<file path="src/acs_pkg.sv">
package acs_pkg;

    localparam int CP_W = 21;
    localparam int FORM_W = 16;

    localparam logic [CP_W-1:0] CP_LAM     = 21'h00644;
    localparam logic [CP_W-1:0] CP_TATWEEL = 21'h00640;

    typedef enum logic [1:0] {
        JC_NONE,
        JC_RIGHT,
        JC_DUAL,
        JC_CAUSING
    } t_jclass;

    // One classified character as it travels from the front to the back.
    typedef struct packed {
        logic [CP_W-1:0]   cp;
        logic              eos;
        t_jclass           jclass;
        logic [FORM_W-1:0] iso;
        logic              is_alef;
        logic [FORM_W-1:0] lig;
    } t_item;

    typedef struct packed {
        logic full;
        logic empty;
    } t_q_status;

    typedef struct packed {
        logic [CP_W-1:0] pt;
        logic            joins;
    } t_shape;

    function automatic t_item f_classify(input logic [CP_W-1:0] cp, input logic eos);
        t_item it;
        it.cp      = cp;
        it.eos     = eos;
        it.jclass  = JC_NONE;
        it.iso     = '0;
        it.is_alef = 1'b0;
        it.lig     = '0;
        case (cp)
            CP_TATWEEL: it.jclass = JC_CAUSING;
            // Right-joining letters; the four alefs also carry their lam-alef ligature.
            21'h00622: begin it.jclass = JC_RIGHT; it.iso = 16'hFE81;
                             it.is_alef = 1'b1; it.lig = 16'hFEFB; end
            21'h00623: begin it.jclass = JC_RIGHT; it.iso = 16'hFE83;
                             it.is_alef = 1'b1; it.lig = 16'hFEF7; end
            21'h00624: begin it.jclass = JC_RIGHT; it.iso = 16'hFE85; end
            21'h00625: begin it.jclass = JC_RIGHT; it.iso = 16'hFE87;
                             it.is_alef = 1'b1; it.lig = 16'hFEF9; end
            21'h00627: begin it.jclass = JC_RIGHT; it.iso = 16'hFE8D;
                             it.is_alef = 1'b1; it.lig = 16'hFEF5; end
            21'h00629: begin it.jclass = JC_RIGHT; it.iso = 16'hFE93; end
            21'h0062F: begin it.jclass = JC_RIGHT; it.iso = 16'hFEA9; end
            21'h00630: begin it.jclass = JC_RIGHT; it.iso = 16'hFEAB; end
            21'h00631: begin it.jclass = JC_RIGHT; it.iso = 16'hFEAD; end
            21'h00632: begin it.jclass = JC_RIGHT; it.iso = 16'hFEAF; end
            21'h00648: begin it.jclass = JC_RIGHT; it.iso = 16'hFEED; end
            21'h00649: begin it.jclass = JC_RIGHT; it.iso = 16'hFEEF; end
            21'h00671: begin it.jclass = JC_RIGHT; it.iso = 16'hFB50; end
            // Dual-joining letters.
            21'h00626: begin it.jclass = JC_DUAL; it.iso = 16'hFE89; end
            21'h00628: begin it.jclass = JC_DUAL; it.iso = 16'hFE8F; end
            21'h0062A: begin it.jclass = JC_DUAL; it.iso = 16'hFE95; end
            21'h0062B: begin it.jclass = JC_DUAL; it.iso = 16'hFE99; end
            21'h0062C: begin it.jclass = JC_DUAL; it.iso = 16'hFE9D; end
            21'h0062D: begin it.jclass = JC_DUAL; it.iso = 16'hFEA1; end
            21'h0062E: begin it.jclass = JC_DUAL; it.iso = 16'hFEA5; end
            21'h00633: begin it.jclass = JC_DUAL; it.iso = 16'hFEB1; end
            21'h00634: begin it.jclass = JC_DUAL; it.iso = 16'hFEB5; end
            21'h00635: begin it.jclass = JC_DUAL; it.iso = 16'hFEB9; end
            21'h00636: begin it.jclass = JC_DUAL; it.iso = 16'hFEBD; end
            21'h00637: begin it.jclass = JC_DUAL; it.iso = 16'hFEC1; end
            21'h00638: begin it.jclass = JC_DUAL; it.iso = 16'hFEC5; end
            21'h00639: begin it.jclass = JC_DUAL; it.iso = 16'hFEC9; end
            21'h0063A: begin it.jclass = JC_DUAL; it.iso = 16'hFECD; end
            21'h00641: begin it.jclass = JC_DUAL; it.iso = 16'hFED1; end
            21'h00642: begin it.jclass = JC_DUAL; it.iso = 16'hFED5; end
            21'h00643: begin it.jclass = JC_DUAL; it.iso = 16'hFED9; end
            CP_LAM:    begin it.jclass = JC_DUAL; it.iso = 16'hFEDD; end
            21'h00645: begin it.jclass = JC_DUAL; it.iso = 16'hFEE1; end
            21'h00646: begin it.jclass = JC_DUAL; it.iso = 16'hFEE5; end
            21'h00647: begin it.jclass = JC_DUAL; it.iso = 16'hFEE9; end
            21'h0064A: begin it.jclass = JC_DUAL; it.iso = 16'hFEF1; end
            21'h0066E: begin it.jclass = JC_DUAL; it.iso = 16'hFB56; end
            21'h0066F: begin it.jclass = JC_DUAL; it.iso = 16'hFB62; end
            default:   it.jclass = JC_NONE;
        endcase
        return it;
    endfunction

    // Picks the glyph for one character given both neighbors' joining.
    function automatic t_shape f_shape(input t_item it, input logic prev_joins,
                                       input logic next_joins);
        t_shape sh;
        sh.pt    = it.cp;
        sh.joins = 1'b0;
        case (it.jclass)
            JC_CAUSING: sh.joins = next_joins;
            JC_RIGHT: begin
                sh.pt = {{(CP_W-FORM_W){1'b0}}, it.iso + {{(FORM_W-1){1'b0}}, prev_joins}};
            end
            JC_DUAL: begin
                sh.pt = {{(CP_W-FORM_W){1'b0}},
                         it.iso + {{(FORM_W-2){1'b0}}, next_joins, prev_joins}};
                sh.joins = next_joins;
            end
            default: sh.joins = 1'b0;
        endcase
        return sh;
    endfunction

endpackage

</file>
<file path="src/acs_in_if.sv">
interface acs_in_if;
    logic        valid;
    logic        ready;
    logic [20:0] code_point;
    logic        end_of_string;

    modport source (output valid, output code_point, output end_of_string, input ready);
    modport sink   (input valid, input code_point, input end_of_string, output ready);
endinterface

</file>
<file path="src/acs_out_if.sv">
interface acs_out_if;
    logic        valid;
    logic        ready;
    logic [20:0] shaped_point;
    logic        last_out;

    modport source (output valid, output shaped_point, output last_out, input ready);
    modport sink   (input valid, input shaped_point, input last_out, output ready);
endinterface

</file>
<file path="src/acs_front.sv">
module acs_front (
    acs_in_if.sink            i_in,
    input  acs_pkg::t_q_status i_q_status,
    output logic              o_push,
    output acs_pkg::t_item    o_item
);
    import acs_pkg::*;

    assign i_in.ready = !i_q_status.full;
    assign o_push     = i_in.valid && !i_q_status.full;
    assign o_item     = f_classify(i_in.code_point, i_in.end_of_string);

endmodule

</file>
<file path="src/acs_queue.sv">
module acs_queue #(
    parameter int DEPTH = 2
) (
    input  logic               i_clk,
    input  logic               i_rst_n,
    input  logic               i_push,
    input  acs_pkg::t_item     i_item,
    input  logic               i_pop,
    output acs_pkg::t_item     o_head,
    output acs_pkg::t_q_status o_status
);
    import acs_pkg::*;

    localparam int PTR_W = (DEPTH > 1) ? $clog2(DEPTH) : 1;
    localparam int CNT_W = $clog2(DEPTH + 1);
    localparam logic [PTR_W-1:0] LAST_PTR = PTR_W'(DEPTH - 1);
    localparam logic [CNT_W-1:0] FULL_CNT = CNT_W'(DEPTH);

    t_item            r_mem [DEPTH];
    logic [PTR_W-1:0] r_wr_ptr;
    logic [PTR_W-1:0] r_rd_ptr;
    logic [CNT_W-1:0] r_count;

    logic do_push;
    logic do_pop;

    assign o_status.full  = (r_count == FULL_CNT);
    assign o_status.empty = (r_count == '0);
    assign o_head         = r_mem[r_rd_ptr];

    assign do_push = i_push && !o_status.full;
    assign do_pop  = i_pop && !o_status.empty;

    always_ff @(posedge i_clk) begin
        if (do_push) begin
            r_mem[r_wr_ptr] <= i_item;
        end
        if (!i_rst_n) begin
            r_wr_ptr <= '0;
            r_rd_ptr <= '0;
            r_count  <= '0;
        end else begin
            if (do_push) begin
                r_wr_ptr <= (r_wr_ptr == LAST_PTR) ? '0 : r_wr_ptr + 1'b1;
            end
            if (do_pop) begin
                r_rd_ptr <= (r_rd_ptr == LAST_PTR) ? '0 : r_rd_ptr + 1'b1;
            end
            case ({do_push, do_pop})
                2'b10:   r_count <= r_count + 1'b1;
                2'b01:   r_count <= r_count - 1'b1;
                default: r_count <= r_count;
            endcase
        end
    end

endmodule

</file>
<file path="src/acs_back.sv">
module acs_back (
    input  logic               i_clk,
    input  logic               i_rst_n,
    input  acs_pkg::t_item     i_head,
    input  acs_pkg::t_q_status i_q_status,
    output logic               o_pop,
    acs_out_if.source          o_out
);
    import acs_pkg::*;

    t_item           r_held;
    logic            r_held_valid;
    logic            r_prev_joins;
    logic            r_flush;
    logic            r_out_valid;
    logic [CP_W-1:0] r_out_pt;
    logic            r_out_last;

    t_item           n_held;
    logic            n_held_valid;
    logic            n_prev_joins;
    logic            n_flush;
    logic            n_out_valid;
    logic [CP_W-1:0] n_out_pt;
    logic            n_out_last;

    logic   can_emit;
    t_shape sh_flush;
    t_shape sh_next;

    assign can_emit = !r_out_valid || o_out.ready;
    assign sh_flush = f_shape(r_held, r_prev_joins, 1'b0);
    assign sh_next  = f_shape(r_held, r_prev_joins, i_head.jclass != JC_NONE);

    always_comb begin
        n_held       = r_held;
        n_held_valid = r_held_valid;
        n_prev_joins = r_prev_joins;
        n_flush      = r_flush;
        n_out_valid  = r_out_valid && !o_out.ready;
        n_out_pt     = r_out_pt;
        n_out_last   = r_out_last;
        o_pop        = 1'b0;
        if (can_emit) begin
            if (r_flush) begin
                // End of string: the held character has no successor.
                n_out_valid  = 1'b1;
                n_out_pt     = sh_flush.pt;
                n_out_last   = 1'b1;
                n_held_valid = 1'b0;
                n_prev_joins = 1'b0;
                n_flush      = 1'b0;
            end else if (!i_q_status.empty) begin
                o_pop = 1'b1;
                if (r_held_valid) begin
                    n_out_valid = 1'b1;
                    if (r_held.cp == CP_LAM && i_head.is_alef) begin
                        // Lam and alef merge; both characters are consumed.
                        n_out_pt = {{(CP_W-FORM_W){1'b0}},
                                    i_head.lig + {{(FORM_W-1){1'b0}}, r_prev_joins}};
                        n_out_last   = i_head.eos;
                        n_held_valid = 1'b0;
                        n_prev_joins = 1'b0;
                    end else begin
                        n_out_pt     = sh_next.pt;
                        n_out_last   = 1'b0;
                        n_prev_joins = sh_next.joins;
                        n_held       = i_head;
                        n_held_valid = 1'b1;
                        n_flush      = i_head.eos;
                    end
                end else begin
                    n_held       = i_head;
                    n_held_valid = 1'b1;
                    n_flush      = i_head.eos;
                end
            end
        end
    end

    always_ff @(posedge i_clk) begin
        r_held     <= n_held;
        r_out_pt   <= n_out_pt;
        r_out_last <= n_out_last;
        if (!i_rst_n) begin
            r_held_valid <= 1'b0;
            r_prev_joins <= 1'b0;
            r_flush      <= 1'b0;
            r_out_valid  <= 1'b0;
        end else begin
            r_held_valid <= n_held_valid;
            r_prev_joins <= n_prev_joins;
            r_flush      <= n_flush;
            r_out_valid  <= n_out_valid;
        end
    end

    assign o_out.valid        = r_out_valid;
    assign o_out.shaped_point = r_out_pt;
    assign o_out.last_out     = r_out_last;

endmodule

</file>
<file path="src/arabic_contextual_shaper_unit.sv">
// Streaming Arabic shaper: one code point per item in logical order, one shaped item out
// per character, with a lam-alef pair merged into a single ligature item. An item is taken
// in every cycle while the small queue between classifier and shaper has room, and a result
// is written to the output register when the shaper handles its successor; a character
// waits in the shaper until the next one (or the end of string) arrives. After an
// end-of-string item the shaper flushes the held character in a separate step, unless the
// string closes with a lam-alef pair, which leaves nothing to flush. Results are delivered
// in order and last_out marks the final one.
module arabic_contextual_shaper_unit #(
    parameter int QUEUE_DEPTH = 2
) (
    input  logic       i_clk,
    input  logic       i_rst_n,
    acs_in_if.sink     i_in,
    acs_out_if.source  o_out
);
    import acs_pkg::*;

    logic      push;
    logic      pop;
    t_item     push_item;
    t_item     head_item;
    t_q_status q_status;

    acs_front u_front (
        .i_in       (i_in),
        .i_q_status (q_status),
        .o_push     (push),
        .o_item     (push_item)
    );

    acs_queue #(
        .DEPTH (QUEUE_DEPTH)
    ) u_queue (
        .i_clk    (i_clk),
        .i_rst_n  (i_rst_n),
        .i_push   (push),
        .i_item   (push_item),
        .i_pop    (pop),
        .o_head   (head_item),
        .o_status (q_status)
    );

    acs_back u_back (
        .i_clk      (i_clk),
        .i_rst_n    (i_rst_n),
        .i_head     (head_item),
        .i_q_status (q_status),
        .o_pop      (pop),
        .o_out      (o_out)
    );

endmodule

</file>
<file path="src/flat_wrapper.sv">
// flat-port wrapper written by rule: the top's interface ports become plain ports
module arabic_contextual_shaper_unit_flat import acs_pkg::*;
#(
    parameter int QUEUE_DEPTH = 2
)
  (i_clk, i_rst_n, i_in_valid, i_in_code_point, i_in_end_of_string, i_in_ready, o_out_valid, o_out_shaped_point, o_out_last_out, o_out_ready);
  acs_in_if i_in_i ();
  acs_out_if o_out_i ();
  input  logic i_clk;
  input  logic i_rst_n;
  input wire logic [$bits(i_in_i.valid)-1:0] i_in_valid;
  input wire logic [$bits(i_in_i.code_point)-1:0] i_in_code_point;
  input wire logic [$bits(i_in_i.end_of_string)-1:0] i_in_end_of_string;
  output wire logic [$bits(i_in_i.ready)-1:0] i_in_ready;
  output wire logic [$bits(o_out_i.valid)-1:0] o_out_valid;
  output wire logic [$bits(o_out_i.shaped_point)-1:0] o_out_shaped_point;
  output wire logic [$bits(o_out_i.last_out)-1:0] o_out_last_out;
  input wire logic [$bits(o_out_i.ready)-1:0] o_out_ready;
  assign i_in_i.valid = i_in_valid;
  assign i_in_i.code_point = i_in_code_point;
  assign i_in_i.end_of_string = i_in_end_of_string;
  assign i_in_ready = i_in_i.ready;
  assign o_out_valid = o_out_i.valid;
  assign o_out_shaped_point = o_out_i.shaped_point;
  assign o_out_last_out = o_out_i.last_out;
  assign o_out_i.ready = o_out_ready;
  arabic_contextual_shaper_unit #(.QUEUE_DEPTH(QUEUE_DEPTH)) u_core (.i_clk(i_clk), .i_rst_n(i_rst_n), .i_in(i_in_i), .o_out(o_out_i));
endmodule
</file>
<file path="config.mk">
export PLATFORM = sky130hd
export DESIGN_NAME = arabic_contextual_shaper_unit_flat
export DESIGN_NICKNAME = d
export VERILOG_FILES = /design/src/acs_pkg.sv /design/src/acs_in_if.sv /design/src/acs_out_if.sv /design/src/acs_front.sv /design/src/acs_queue.sv /design/src/acs_back.sv /design/src/arabic_contextual_shaper_unit.sv /design/src/flat_wrapper.sv
export SDC_FILE = /design/constraint.sdc
export NUM_CORES = 1
export LEC_CHECK = 0
export ABC_CLOCK_PERIOD_IN_PS = 8800
export BUFFER_PORTS_ARGS = -buffer_cell sky130_fd_sc_hd__buf_2
export CORE_AREA = 4 4 92 180
export CTS_CLUSTER_SIZE = 16
export DETAILED_ROUTE_END_ITERATION = 7
export DIE_AREA = 0 0 96 184
export PLACE_DENSITY = 0.6
export SYNTH_ARGS = -nofsm -noshare
export SYNTH_HDL_FRONTEND = slang
export SYNTH_SLANG_ARGS = --single-unit
</file>
<file path="constraint.sdc">
create_clock -name i_clk -period 8.8 [get_ports i_clk]
set_clock_uncertainty 0.1 [all_clocks]
set_input_delay 0.88 -clock i_clk [delete_from_list [all_inputs] [get_ports i_clk]]
set_output_delay 0.88 -clock i_clk [all_outputs]
set_load 0.005 [all_outputs]
</file>
# Yosys cells after proc, flatten, opt, wreduce, memory -nomap -nowiden
# Memory sizes are Yosys's and may differ from the RTL's. A register that Yosys moved wholly into a read port is not among the register bits.
# Cells that the tools add are included.
# Widths: inputs -> output; s select.
[classes]
n_addsub = 7
n_mul = 0
div = 0
magnitude_cmp = 0
n_eq_ne = 48
shift = 0
n_mux = 41
n_bitwise = 2
reduce_logical = 21
[ops]
columns = ["op", "n"]
rows = [
  ["$eq 21x11->1 const B", 40],
  ["$pmux 16 s38", 1],
  ["$mux 57", 2],
  ["$mux 21", 5],
  ["$pmux 17 s4", 1],
  ["$pmux 21 s2", 1],
  ["$add 16x1->16", 2],
  ["$mux 1", 29],
  ["$reduce_or 25->1", 1],
  ["$add 16x2->16", 1],
  ["$reduce_or 13->1", 1],
  ["$eq 2x2->1 const B", 4],
  ["$pmux 2 s3", 1],
  ["$reduce_bool 2->1", 3],
  ["$logic_and 1x1->1", 5],
  ["$eq 2x1->1 const B", 2],
  ["$logic_not 1->1", 4],
  ["$pmux 2 s2", 1],
  ["$reduce_and 4->1", 1],
  ["$reduce_or 2->1", 2],
  ["$reduce_and 3->1", 1],
  ["$add 1x1->1 const B", 2],
  ["$add 2x1->2 const B", 1],
  ["$logic_not 2->1", 1],
  ["6 further kinds", 7],
]
[word_totals]
regBits = 69
latchBits = 0
mem_bits_rw = 114
mem_bits_ro = 0
out_inout_bits = 24
wordCells = 132
mem_count = 1
[mem_list]
columns = ["memory", "depth", "width", "rd", "rd_clocked_by_memory_dff", "wr", "line_no", "rtl"]
rows = [
  ["u_core.u_queue.r_mem", 2, 57, 1, 1, 1, "acs_queue.sv:19", "t_item r_mem [DEPTH];"],
]

# Depth between registers and ports, before layout
# Gate-level depths: netlist of the first run.
[depth]
ltp_word = 7
ltp_mapped = 10

# Hierarchy
# A second synthesis of the first run with hierarchy kept.
[hier_totals]
hier_cells = 757
hier_area_um2 = 9547.9
[by_module_without_submodules]
columns = ["mod", "n_inst", "cells_each", "area_each_um2", "seq_area_each_um2"]
rows = [
  ["acs_queue", 1, 203, 4331.7, 3523.4],
  ["acs_back", 1, 360, 3948.8, 1911.8],
  ["acs_front", 1, 194, 1267.5, 0.0],
]

# Least setup slack after synthesis of the first run
# OpenSTA, ideal clock, no wires.
[synth_timing]
path_type = "input to register"
start = "input o_out_ready"
end = "register u_core.u_back.r_held[18] in the netlist's numbering (enable)"
setup_time_ps = 433
arrival_time_ps = 2995
t_required_ps = 8267
path_slack_ps = 5272
stages = 3
path_buffers = 0
cell_sequence = "nor2b_1 or3_1 a21oi_1"
[synth_between]
elab_chain_cells = 2
[synth_rtl]
columns = ["item", "line_no", "rtl"]
rows = [
  ["from (decl)", "flat_wrapper.sv:18", "input wire logic [$bits(o_out_i.ready)-1:0] o_out_ready;"],
  ["$logic_or 1x1->1", "acs_back.sv:31", "assign can_emit = !r_out_valid || o_out.ready;"],
  ["$reduce_and 4->1 (no source line)", "--", ""],
  ["to (signal assigned)", "acs_back.sv:82", "r_held <= n_held;"],
  ["to (decl)", "acs_back.sv:11", "t_item r_held;"],
]
# Every way passes these cells.
# A chain may end at the register's enable or synchronous reset.

==> reports/summary.txt, run 1 <==
Status: finished clean
Placed cells: 768
Clock power frac: 0.285
CTS tree: done
FF-to-FF path depth: 10
Ys async rst share: 0
Port Buffer Count: 49
Critical path class: register to register
P_int: 1.62 mW
Final Cycle Share: 0.383
Drt drc: 0
Layout cells sized above 1: 0.224
N_diodes: 0
Pwr Density: 310 mW/mm²
Initial antenna violation count: 0
Max VDD drop: 0.000159 V
Hold Fails Final Rpt: 0
Pre-CTS setup slack: 5.51 ns
Worst hold path class: register to register
Hold buffers post-CTS: 0
Core Rows: 64
Routed vias: 4566
Routed WL per cell: 18.7 µm
Post-Synth Adder-Cell Area: 0.0216
Clock root cell: clkbuf_16
Transition time of the tightest slew-check pin: 1.11 ns
Commonest non-fill, non-tap cell in the layout: edfxtp_1
Drt pass-1 iters: 5
Max Slew Vio Count: 0
Minimum clock period: 3.37 ns
Worst EP arrival: 3.55 ns
Drt via density: 5.71
Most frequent cells in the layout: edfxtp_1, buf_2, mux2_2, nor2_1, nand2_1
Post-DP HPWL: 10.7 mm
Mapped Area: 0.00673 mm²
Finished Core Util: 0.503
Total clock sinks: 137
I/O pins: 50
Avg Cell Area, Syn: 12.2 µm²
Static Leak: 2.69 nW
Vias in the first global route: 4517
Rel. slew slack: 0.258
Clock latency at the later pin of the worst-skew pair: 0.42 ns
Synth top area share: 0.571
Largest net degree at the start of global routing: 42
Synth Register Bits: 137
Starting Density: 0.440
Die width: 96 µm
Design area: 0.00769 mm²
Tot Pwr: 2.39 mW
Combinational family with the most area after synthesis: simple AND/OR/NAND/NOR gates
Startpoint types: register
Final Wtd Congestion: 0.968
Syn Nets: 587
Cts bufs inserted: 17
Seq/Total Area, Yosys: 0.598
ANT nets after route: 0
Post-CTS sizing: 0
Setup crit end kind: register
NetSw: 0.770 mW
Setup TNS: 0 ns
Clock Pin Slew Worst Setup and Hold Paths: 0.06 ns
Required @ worst endpoint: 8.98 ns
CTS max path bufs: 2
Synth Flop Type: edfxtp_1
Post-synthesis xor/xnor area fraction: 0.0234
Simple-gate share of the synthesized area: 0.142
Area contributors post-synth: edfxtp_1, mux2_2, dfxtp_1
Sequential share of power: 0.435
Multiplexer area fraction after synthesis: 0.0723
Final Net Count: 626
Initial drt markers: 203
Synth Area in Compound Gates: 0.113
Setup violators final: 0
Global-route usage over all layers: 0.179
Area Overhead vs Synth: 14.4%
Die Y: 184 µm
Total wire length: 14.9 mm
RSZ-0062 raised after global routing: false
Core Box Area: 0.0153 mm²
PnR worst setup slack: 5.43 ns
Post-CTS setup buffer count: 0
Worst hold slack: 0.435 ns
Combinational Power Share: 0.281
DIE AREA: 0.0177 mm²
Sw frac: 0.323
Placement Cell Area: 0.00713 mm²
Max-Cap Viols: 0
Synth Warn #: 0
Post-synth EDFFs: 128
Gr ovfl total: 0
Distinct cells, synth: 66
Yosys top cell by area: edfxtp_1
Fin cells: 800
Critical Path Fanout Max: 39
First-pass GRT wire length: 23.7 mm
H-Tree Depth: 4
Syn Inst Count: 550
Max Clk Rate: 0.297 GHz
Hold Path Depth: 2
## final timing paths
check	startpoint	end	slack, ns
hold / removal	u_core.u_back.r_prev_joins	u_core.u_back.r_prev_joins	0.43
setup / recovery	register	u_core.u_back.o_out.shaped_point[15]	5.43
hold reg to reg	u_core.u_back.r_prev_joins	u_core.u_back.r_prev_joins	0.43
setup reg to reg	register	u_core.u_back.o_out.shaped_point[15]	5.43
## worst max-delay path, stage by stage, from the launching register on
cell and delay (ns):
dfxtp_1 0.31, buf_4 0.42, mux2_2 0.41, nor2_1 0.24, inv_1 0.08, ha_1 0.29, a21oi_1 0.44, o31ai_1 0.14
a2111oi_0 0.47, nor3_1 0.18, nand2_1 0.12
## cell type report
type	count	area, µm²
Fill cell	1355	7600
Sequential cell	137	4020
Multi-Input combinational cell	365	2530
Clock buffer	17	425
Timing Repair Buffer	53	275
Tap cell	198	248
Clock inverter	15	140
Inverter	15	56.3
## kinds of logic after synthesis
kind of cell / count (synthesis)
buffers and inverters: 48
AND/OR/NAND/NOR: 178
flip-flops: 137
multiplexers: 44
AO/OA/AOI/OAI: 114
adder cells (fa/ha/maj): 11
XOR/XNOR: 18
## power groups by stage
stage	clock (mW)	sequential [mW]	combinational (mW)
after global routing	0.720	1.05	0.743
after global placement	0	1.05	0.662
after detailed placement	0	1.05	0.673
after floorplan	0	1.02	0.491
final	0.679	1.04	0.670
after CTS	0.693	1.04	0.677
## routing by layer
layer / wire length [µm] / part of all wire / track usage / vias to the layer above
met1: 5550 / 0.37 / 0.187 / 2209
li1: - / - / - / 2173
met3: 470 / 0.031 / 0.0328 / 44
met2: 8390 / 0.56 / 0.328 / 140
met5: 0 / 0 / 0 / -
met4: 527 / 0.035 / 0.0906 / 0
## flip-flops by register name, indices dropped and copies added, names as in the netlist, named ones only
signal	count
u_core.u_queue.r_count	2
u_core.u_back.r_flush	1
u_core.u_queue.r_rd_ptr	1
u_core.u_queue.r_wr_ptr	1
u_core.u_back.o_out.valid	1
u_core.u_back.o_out.shaped_point	21
u_core.u_back.r_held	32
u_core.u_back.o_out.last_out	1
u_core.u_back.r_held_valid	1
u_core.u_queue.r_mem	74
u_core.u_back.r_prev_joins	1
## cell usage after synthesis (all sizes together) (5+ instances only)
cell / n
mux2: 37
edfxtp: 128
mux2i: 7
o21ai: 22
xnor2: 13
nand2: 33
clkbuf: 14
nand2b: 12
nor3: 19
and3: 8
a31oi: 8
nor2b: 9
nand4: 6
or3: 10
a22oi: 5
nor2: 36
nand3b: 5
and2: 8
inv: 15
a21oi: 25
o211ai: 6
dfxtp: 9
ha: 10
o31ai: 6
nand3: 11
nor4: 5
xor2: 5
buf: 19
o21a: 5
Note: power is estimated with default switching activity, not from simulation.
==> inputs of run 2 (changes only) <==
ABC_CLOCK_PERIOD_IN_PS = 3480   (was 8800)
clock period = 3.48 ns   (was 8.8 ns; I/O delays follow)
==> run 2 against run 1 <==
Critical endpoint is now u_core.u_back.o_out.shaped_point[9]. Core utilization up 0.29 points. Wire length grew 6.0%. Count of clock-buffer cells in the layout up 3. Sequential cell count is the same. Global-route usage rose by 1.4 points.
==> reports/summary.txt, run 2 (synthesis results as in run 1) <==
Tot Pwr: 6.08 mW (+150%)
Drt via density: 5.67 (-0.59%)
Worst hold path class: input port to register
Starting Density: 0.440 (unchanged)
Post-DP HPWL: 11.7 mm (+9.5%)
RSZ-0062 raised after global routing: false
Commonest non-fill, non-tap cell in the layout: edfxtp_1
CTS tree: done
Routed vias: 4573 (+0.15%)
First-pass GRT wire length: 25.2 mm (+6.1%)
Die Y: 184 µm (unchanged)
Startpoint types: register
Worst hold slack: 0.0314 ns (-0.403 ns)
Final Wtd Congestion: 0.949 (-2.0%)
I/O pins: 50 (unchanged)
Final Cycle Share: 0.875 (+0.492)
Area of the multi-input gates: 0.00253 mm² (unchanged)
Largest register by flop count: u_core.u_queue.r_mem
Placed cells: 773 (+0.65%)
Max-Cap Viols: 0 (unchanged)
Finished Core Util: 0.506 (+0.00286)
N_diodes: 0 (unchanged)
Initial drt markers: 160 (-21%)
Rel. slew slack: 0.272 (+0.0134)
Required @ worst endpoint: 3.55 ns (-5.43 ns)
Setup crit end kind: register
Total clock sinks: 137 (unchanged)
Critical path class: register to register
Setup violators final: 0 (unchanged)
Drt drc: 0 (unchanged)
Layout cells sized above 1: 0.222 (-0.00221)
Post-CTS sizing: 0 (unchanged)
CTS max path bufs: 2 (unchanged)
H-Tree Depth: 4 (unchanged)
Pwr Density: 786 mW/mm² (+150%)
Sequential cell area: 0.00402 mm² (unchanged)
Port Buffer Count: 49 (unchanged)
Minimum clock period: 3.05 ns (-0.325 ns)
Transition time of the tightest slew-check pin: 1.09 ns (-0.0200 ns)
Max VDD drop: 0.000350 V (+120%)
Placement Cell Area: 0.00717 mm² (+0.53%)
Max FFs per register: 74 (unchanged)
Die width: 96 µm (unchanged)
Drt pass-1 iters: 5 (unchanged)
Clock latency at the later pin of the worst-skew pair: 0.42 ns (about the same)
Cts bufs inserted: 17 (unchanged)
ANT nets after route: 0 (unchanged)
Routed WL per cell: 19.7 µm (+5.2%)
Core Rows: 64 (unchanged)
Static Leak: 2.71 nW (+0.70%)
Gr ovfl total: 0 (unchanged)
Max Slew Vio Count: 0 (unchanged)
Worst EP arrival: 3.12 ns (-0.43 ns)
Design area: 0.00774 mm² (+0.57%)
Hold Fails Final Rpt: 0 (unchanged)
Core Box Area: 0.0153 mm² (unchanged)
Clock Pin Slew Worst Setup and Hold Paths: 0.06 ns (about the same)
Status: finished clean
PnR worst setup slack: 0.434 ns (-5.00 ns)
Pre-CTS setup slack: 0.487 ns (-5.02 ns)
Largest net degree at the start of global routing: 39 (-7.1%)
Total wire length: 15.8 mm (+6.0%)
Global-route usage over all layers: 0.192 (+0.0139)
Filler instances: 1364 (+0.66%)
Final Net Count: 632 (+0.96%)
Vias in the first global route: 4578 (+1.4%)
Critical Path Fanout Max: 7 (-82%)
Area Overhead vs Synth: 15.0%
Initial antenna violation count: 0 (unchanged)
DIE AREA: 0.0177 mm² (unchanged)
Clock root cell: clkbuf_16
Most frequent cells in the layout: edfxtp_1, buf_2, mux2_2, nor2_1, nand2_1
Setup TNS: 0 ns (unchanged)
Fin cells: 806 (+0.75%)
Max Clk Rate: 0.328 GHz (+11%)
## run 2: cell type report
type,instances,area share
flip-flops and latches,137,0.520
clock buffers,20,0.0564
well taps,198,0.0320
multi-input cells,365,0.326
clock inverters,12,0.0162
repair buffers,59,0.0417
inverters,15,0.00728
## run 2: critical path, stage by stage (launching register included)
cell,delay (ns)
dfxtp_1,0.41
mux2_2,0.37
nor2_1,0.25
inv_1,0.08
ha_1,0.28
a21oi_1,0.52
or4_1,0.20
a21o_1,0.13
a21boi_2,0.06
o32a_2,0.38
## run 2: final timing paths
path,from,to,slack (ns),depth (start not counted)
worst max-delay path,register,u_core.u_back.o_out.shaped_point[9],0.43,9
worst min-delay path,i_in_code_point[8],u_core.u_queue.r_mem[0][44],0.03,1
worst min register to register,u_core.u_queue.r_mem[1][37],u_core.u_back.r_held[37],0.45,1
worst max register to register,register,u_core.u_back.o_out.shaped_point[9],0.43,9
## run 2: repair_timing
item / in CTS / in global routing
endpoints found under the setup margin: 0 / 0
hold buffers: 1 / 0
setup buffers: 0 / 0
hold endpoints to repair: 2 / 0
## run 2: power by group
part	switching (mW)	internal, mW	total, mW
clock network	0.666	1.05	1.71
logic	1.00	0.722	1.72
registers	0.254	2.39	2.64
## run 2: routing by layer
metal / share of wire / track usage
met4: 0.040 / 0.0975
met1: 0.35 / 0.196
met2: 0.58 / 0.355
met5: 0 / 0
met3: 0.030 / 0.0418
==> inputs of run 3 (changes only) <==
PLACE_DENSITY = 0.73   (was 0.6)
SETUP_SLACK_MARGIN = 0.5   (was default)
TNS_END_PERCENT = 5   (was default)
==> run 3 against run 2 <==
Cell count decreased by 0.12%. Setup slack improved by 0.17 ns. Maximum frequency increased by 5.8%. Combinational power about the same. Clock power about the same. Wire length decreased by 8.2%. Largest power group unchanged. First-iteration DRC count increased by 67%. Register-to-register slack improved by 0.17 ns. Global-route usage decreased by 1.6 points. Sequential power about the same. Via count decreased by 0.46%.
==> reports/summary.txt, run 3 (synthesis results as in run 1) <==
Post-DP HPWL: 10.7 mm (-8.6%)
Crit path to: u_core.u_back.o_out.shaped_point[6]
Hold buffers post-CTS: 0 (-1)
Tot Pwr: 6.07 mW (-0.14%)
Max FFs per register: 74 (unchanged)
Largest net degree at the start of global routing: 39 (unchanged)
Sw frac: 0.322 (+0.00547)
Routed vias: 4552 (-0.46%)
Routed WL per cell: 18.1 µm (-8.1%)
NetSw: 1.95 mW (+1.6%)
Pwr Density: 784 mW/mm² (-0.17%)
Sequential cell area: 0.00402 mm² (unchanged)
N_diodes: 0 (unchanged)
Area Overhead vs Synth: 15.0% (about the same)
Clock latency at the later pin of the worst-skew pair: 0.42 ns (about the same)
Core Box Area: 0.0153 mm² (unchanged)
WL met3: 447 µm (-7.5%)
P_int: 4.12 mW (-0.94%)
Setup violators final: 0 (unchanged)
RSZ-0062 raised after global routing: true
Combinational Power Share: 0.282 (-0.002)
Starting Density: 0.440 (unchanged)
Setup crit end kind: register
I/O pins: 50 (unchanged)
Max VDD drop: 0.000323 V (-7.6%)
Most frequent cells in the layout: edfxtp_1, buf_2, mux2_2, nor2_1, nand2_1
Status: finished clean
Gr ovfl total: 0 (unchanged)
Critical path class: register to register
Commonest non-fill, non-tap cell in the layout: edfxtp_1
Layout cells sized above 1: 0.232 (+0.0103)
Minimum clock period: 2.88 ns (-0.166 ns)
Cts bufs inserted: 17 (unchanged)
DIE AREA: 0.0177 mm² (unchanged)
Area of the multi-input gates: 0.00252 mm² (-0.15%)
Worst EP arrival: 2.93 ns (-0.19 ns)
PnR worst setup slack: 0.600 ns (+0.166 ns)
Total wire length: 14.5 mm (-8.2%)
Critical Path Fanout Max: 7 (unchanged)
Rel. slew slack: 0.262 (-0.00960)
Reg-to-reg startpoint: u_core.u_back.r_held[27]
First-pass GRT wire length: 23.7 mm (-5.8%)
R2R Path End: u_core.u_back.o_out.shaped_point[6]
Clock Pin Slew Worst Setup and Hold Paths: 0.06 ns (about the same)
Worst hold slack: 0.0306 ns (-0.000730 ns)
Core Rows: 64 (unchanged)
CP startpoint: u_core.u_back.r_held[27]
Port Buffer Count: 49 (unchanged)
Largest register by flop count: u_core.u_queue.r_mem
Hold Fails Final Rpt: 0 (unchanged)
Final Cycle Share: 0.828 (-0.0478)
Clock power frac: 0.286 (+0.004)
R2R Setup Slk: 0.60 ns (+0.17 ns)
FF-to-FF path depth: 8 (-1)
Final Wtd Congestion: 0.979 (+3.1%)
Max-Cap Viols: 0 (unchanged)
Post-CTS setup buffer count: 0 (unchanged)
Drt drc: 0 (unchanged)
CTS max path bufs: 2 (unchanged)
Uppermost layer routed: met4
Die Y: 184 µm (unchanged)
ANT nets after route: 0 (unchanged)
Max Slew Vio Count: 0 (unchanged)
Max Clk Rate: 0.347 GHz (+5.8%)
Required @ worst endpoint: 3.53 ns (-0.02 ns)
Die width: 96 µm (unchanged)
Pre-CTS setup slack: 0.552 ns (+0.0644 ns)
WL met2: 7.97 mm (-13%)
H-Tree Depth: 4 (unchanged)
Total clock sinks: 137 (unchanged)
Finished Core Util: 0.506 (about the same)
Global-route usage over all layers: 0.176 (-0.0164)
Initial antenna violation count: 0 (unchanged)
Worst hold path class: input port to register
Transition time of the tightest slew-check pin: 1.10 ns (+0.0144 ns)
Startpoint types: register
Drt pass-1 iters: 4 (-1)
Final Net Count: 631 (-0.16%)
Clock root cell: clkbuf_16
CTS tree: done
Setup TNS: 0 ns (unchanged)
Filler instances: 1313 (-3.7%)
Static Leak: 2.72 nW (+0.60%)
Metal-1 WL: 5.12 mm (-8.1%)
Sequential share of power: 0.432 (-0.003)
Initial drt markers: 267 (+67%)
Vias in the first global route: 4684 (+2.3%)
Drt via density: 5.65 (-0.34%)
[run 3: worst max-delay path, stage by stage (launching register included)]
cell	delay, ns
edfxtp_1	0.54
ha_1	0.33
inv_1	0.10
fa_1	0.46
nand3b_1	0.27
o21ai_0	0.21
a21oi_1	0.08
a2111oi_0	0.39
o21ai_0	0.15
[run 3: through the flow]
stage,instance area [µm²],instances
after floorplan,6730,550
after global placement,7160,773
after detailed placement,7160,773
after CTS,7740,805
after global routing,7740,805
final,7740,805
[run 3: power groups by stage]
stage                     Combinational, mW  Sequential [mW]  Clock (mW)
final                                  1.71             2.62        1.73
after global routing                   1.90             2.66        1.85
after global placement                 1.68             2.63           0
after CTS                              1.73             2.62        1.76
after floorplan                        1.24             2.58           0
after detailed placement               1.71             2.65           0
[run 3: routing by layer]
layer | up-vias | track usage
met1 | 2189 | 0.177
li1 | 2182 | -
met4 | 0 | 0.130
met3 | 57 | 0.0389
met5 | - | 0
met2 | 124 | 0.307
[run 3: worst min-delay path by stage]
stage	start	endpoint	cells past startpoint
finish	i_in_end_of_string	u_core.u_queue.r_mem[0][35]	1
global route	i_in_code_point[13]	u_core.u_queue.r_mem[0][49]	1
CTS	i_in_code_point[13]	u_core.u_queue.r_mem[0][49]	1
detailed placement	u_core.u_back.r_held[49]	u_core.u_back.o_out.shaped_point[13]	2
global placement	u_core.u_queue.r_count[1]	u_core.u_queue.r_count[1]	2
floorplan	i_in_end_of_string	u_core.u_queue.r_mem[0][35]	0
[run 3: timing repair]
action / CTS / global route
gates resized for setup: 0 / 1
hold endpoints to repair: 0 / 0
endpoints found under the setup margin: 0 / 8
[run 3: final cells by class]
cell class,instances,area share
Sequential cell,137,0.520
Multi-Input combinational cell,365,0.326
Clock buffer,17,0.0550
Timing Repair Buffer,58,0.0404
Tap cell,198,0.0320
Clock inverter,15,0.0197
Inverter,15,0.00727
